File: src/rtl/tcw_pkg.sv
// shared constants and types for the text console character writer
`default_nettype none

package tcw_pkg;

  // grid geometry
  localparam int COLUMNS    = 80;
  localparam int ROWS       = 25;
  localparam int CELL_COUNT = COLUMNS * ROWS;
  localparam int IDX_W      = $clog2(CELL_COUNT);
  localparam int COL_W      = 7;
  localparam int ROW_W      = 5;
  localparam int CELL_W     = 16;

  // first cell of the bottom row
  localparam logic [IDX_W-1:0] LAST_BASE = IDX_W'((ROWS - 1) * COLUMNS);

  // operation codes
  localparam logic OP_PUT  = 1'b0;
  localparam logic OP_READ = 1'b1;

  // character codes
  localparam logic [7:0] CH_NEWLINE   = 8'd10;
  localparam logic [7:0] CH_BACKSPACE = 8'd8;
  localparam logic [7:0] CH_SPACE     = 8'd32;

  // attribute and cell after reset
  localparam logic [7:0]        ATTR_RESET = 8'h07;
  localparam logic [CELL_W-1:0] CELL_RESET = {ATTR_RESET, CH_SPACE};

  // request to the shared address adder
  typedef struct packed {
    logic [IDX_W-1:0] a;
    logic [IDX_W-1:0] b;
    logic             sub;
  } addr_op_t;

endpackage

`default_nettype wire

File: src/rtl/tcw_addr_unit.sv
// shared cell address adder used by the execute and newline steps of the sequencer
`default_nettype none

module tcw_addr_unit import tcw_pkg::*; (
  input  wire addr_op_t         op_i,
  output logic      [IDX_W-1:0] sum_o
);

  // add or subtract on the linear cell index
  always_comb begin
    if (op_i.sub) begin
      sum_o = op_i.a - op_i.b;
    end else begin
      sum_o = op_i.a + op_i.b;
    end
  end

endmodule

`default_nettype wire

File: config.mk
export PLATFORM = sky130hd
export DESIGN_NAME = tcw_addr_unit
export DESIGN_NICKNAME = d
export VERILOG_FILES = /design/src/rtl/tcw_pkg.sv /design/src/rtl/tcw_addr_unit.sv
export SDC_FILE = /design/constraint.sdc
export NUM_CORES = 1
export LEC_CHECK = 0
export BUFFER_PORTS_ARGS = -buffer_cell sky130_fd_sc_hd__buf_2
export CORE_MARGIN = 5
export CORE_UTILIZATION = 49
export DETAILED_ROUTE_END_ITERATION = 10
export PLACE_DENSITY = 0.9
export SLEW_MARGIN = 5
export SYNTH_ARGS = -nofsm -noshare
export SYNTH_HDL_FRONTEND = slang
export SYNTH_SLANG_ARGS = --single-unit
export TNS_END_PERCENT = 100
File: constraint.sdc
create_clock -name vclk -period 3.7
set_clock_uncertainty 0.2 [all_clocks]
set_input_delay 0.555 -clock vclk [all_inputs]
set_output_delay 0.555 -clock vclk [all_outputs]
set_load 0.02 [all_outputs]
==> summary.md <==
| Metric | Value |
|---|---|
| Status | `finished, final reports clean` |
| Largest net degree at the start of global routing | `11` |
| Global-route wire length before repair | `2.877 mm` |
| Sequential fraction of the synthesis area | `0` |
| Postcts setup bufs | `0` |
| Synth warn | `0` |
| DR vias/cell | `5.643` |
| Synth cell types | `31` |
| Mapped Avg Cell Area | `7.548 µm²` |
| Final hold violations | `0` |
| Area Growth Syn to Fin | `29.91%` |
| Pwr per Cell Area | `281.5 nW/µm²` |
| RSZ-0062 raised after global routing | `false` |
| Post-placement cell count | `140` |
| Crit. End Element | `primary output` |
| PnR Total Power | `0.0002540 W` |
| Setup TNS | `0 ns` |
| Min-Delay Startpoint | `op_i[1]` |
| Share of cells above drive strength 1 | `0.3600` |
| Sequential cells | `0` |
| Reg area | `0 µm²` |
| Max-Cap Viols | `0` |
| Die width | `47.65 µm` |
| Port buffer count | `34` |
| Commonest non-fill, non-tap cell in the layout | `buf_2` |
| Worst hold path stage count | `4` |
| Drt wl/cell | `12.83 µm` |
| Drt pass-1 iters | `4` |
| Die area | `2270 µm²` |
| Initial antenna violation count | `0` |
| WHS Endpoint | `sum_o[0]` |
| Worst vdd ir | `0.0001522 V` |
| Busiest grt layer | `met2` |
| Final Instance Count excl. Fillers | `140` |
| Met2 Use GR | `0.2941` |
| CP Data Arrival Time | `2.81 ns` |
| Slew HR | `0.7383` |
| Critical path class | `input port to primary output` |
| Vias in the first global route | `729` |
| Synthesized net count | `128` |
| Startpoint types | `input port` |
| Met3 usage | `0.007519` |
| Hold-fix buffers, CTS | `0` |
| Detailed Place HPWL | `1.593 mm` |
| Routed Antenna Nets | `0` |
| Via Count | `790` |
| Routability cong. | `0.8462` |
| Final wirelength | `1.796 mm` |
| Post-CTS Resized | `0` |
| Min-delay worst type | `input port to primary output` |
| Final setup viols | `0` |
| Tightest Pin Transition | `0.3890 ns` |
| CP required | `2.94 ns` |
| Clock buffers | `0` |
| Post-synthesis cell count | `92` |
| # IOs | `34` |
| Number of remaining DRC errors | `0` |
| WHS | `1.327 ns` |
| Most frequent cells in the layout | `33 x buf_2, 13 x xnor2_1, 10 x a21oi_1` |
| Crit path max fanout | `7` |
| Die height | `47.65 µm` |
| Initial Utilization | `0.5271` |
| # rows | `13` |
| Core area | `1318 µm²` |
| Mapped Area | `694.4 µm²` |
| Total track usage | `0.1667` |
| Antenna cells | `0` |
| Part of the cycle the worst path needs | `0.9637` |
| GR Layer Usage met1 | `0.2203` |
| First DRT Iteration DRCs | `10` |
| LEAKAGE | `0.4475 nW` |
| Final net count | `163` |
| Crit path time final | `3.566 ns` |
| Max Freq | `0.2804 GHz` |
| Final Max Slew Viols | `0` |
| GRT overflow | `0` |
worst max-delay path by stage:
| stage | slack [ns] | from | endpoint | cells after the start |
|---|---|---|---|---|
| 2_1_floorplan | 0.27 | op_i[5] | sum_o[8] | 9 |
| 3_3_place_gp | 0.16 | op_i[1] | sum_o[10] | 12 |
| 3_5_place_dp | 0.09 | op_i[3] | sum_o[10] | 12 |
| 4_1_cts | 0.09 | op_i[3] | sum_o[10] | 12 |
| 5_1_grt | 0.01 | op_i[5] | sum_o[10] | 12 |
| 6_report | 0.13 | op_i[5] | sum_o[10] | 12 |
worst max-delay path, stage by stage:
cell       delay, ns
buf_2           0.11
nor3_2          0.20
and3_1          0.23
nor2_1          0.07
xnor2_1         0.17
ha_2            0.34
and2_1          0.19
a2111oi_4       0.42
o21ai_2         0.09
a21oi_2         0.15
xnor2_1         0.13
buf_4           0.16
layer usage:
metal	vias to the layer above	wire length, µm
met5	-	0
met4	0	29
met3	4	114
met2	31	905
met1	353	745
li1	402	-
area by class of cell:
cell class,count,area [µm²]
Inverter,7,26.28
Multi-Input combinational cell,83,676.9
Fill cell,111,415.4
Timing Repair Buffer,35,180.2
Tap cell,15,18.77
through the flow:
step | setup slack [ns] | util | instance area, µm²
floorplan | 0.2657 | - | 694.4
global placement | 0.1608 | 0.6705 | 883.3
detailed placement | 0.09192 | 0.6705 | 883.3
CTS | 0.09014 | 0.6705 | 883.3
global route | 0.009512 | 0.6847 | 902.1
finish | 0.1341 | 0.6847 | 902.1
kinds of logic after synthesis:
group,after synthesis,share of synthesized area
AO/OA/AOI/OAI,26,0.2685
XOR/XNOR,18,0.2270
adder cells (fa/ha/maj),13,0.2450
buffers and inverters,9,0.04866
multiplexers,1,0.01441
AND/OR/NAND/NOR,25,0.1964
synth_stat cells (2+ instances only):
cell / number / area share
nand2b_1: 3 / 0.027
a31oi_1: 2 / 0.018
a21o_1: 3 / 0.032
nor3_1: 4 / 0.029
xor2_1: 5 / 0.063
nand3_1: 2 / 0.014
ha_1: 12 / 0.22
inv_1: 7 / 0.038
xnor2_1: 13 / 0.16
a21oi_1: 11 / 0.079
and3_1: 2 / 0.018
nor2_1: 8 / 0.043
clkbuf_1: 2 / 0.011
report_power, final:
group / switching [W] / total, W / leakage (nW) / internal [W]
sequential: 0 / 0 / 0 / 0
combinational: 0.000148 / 0.000254 / 0.447 / 0.000106
clock: 0 / 0 / 0 / 0
Power figures use the tool's default switching activity.
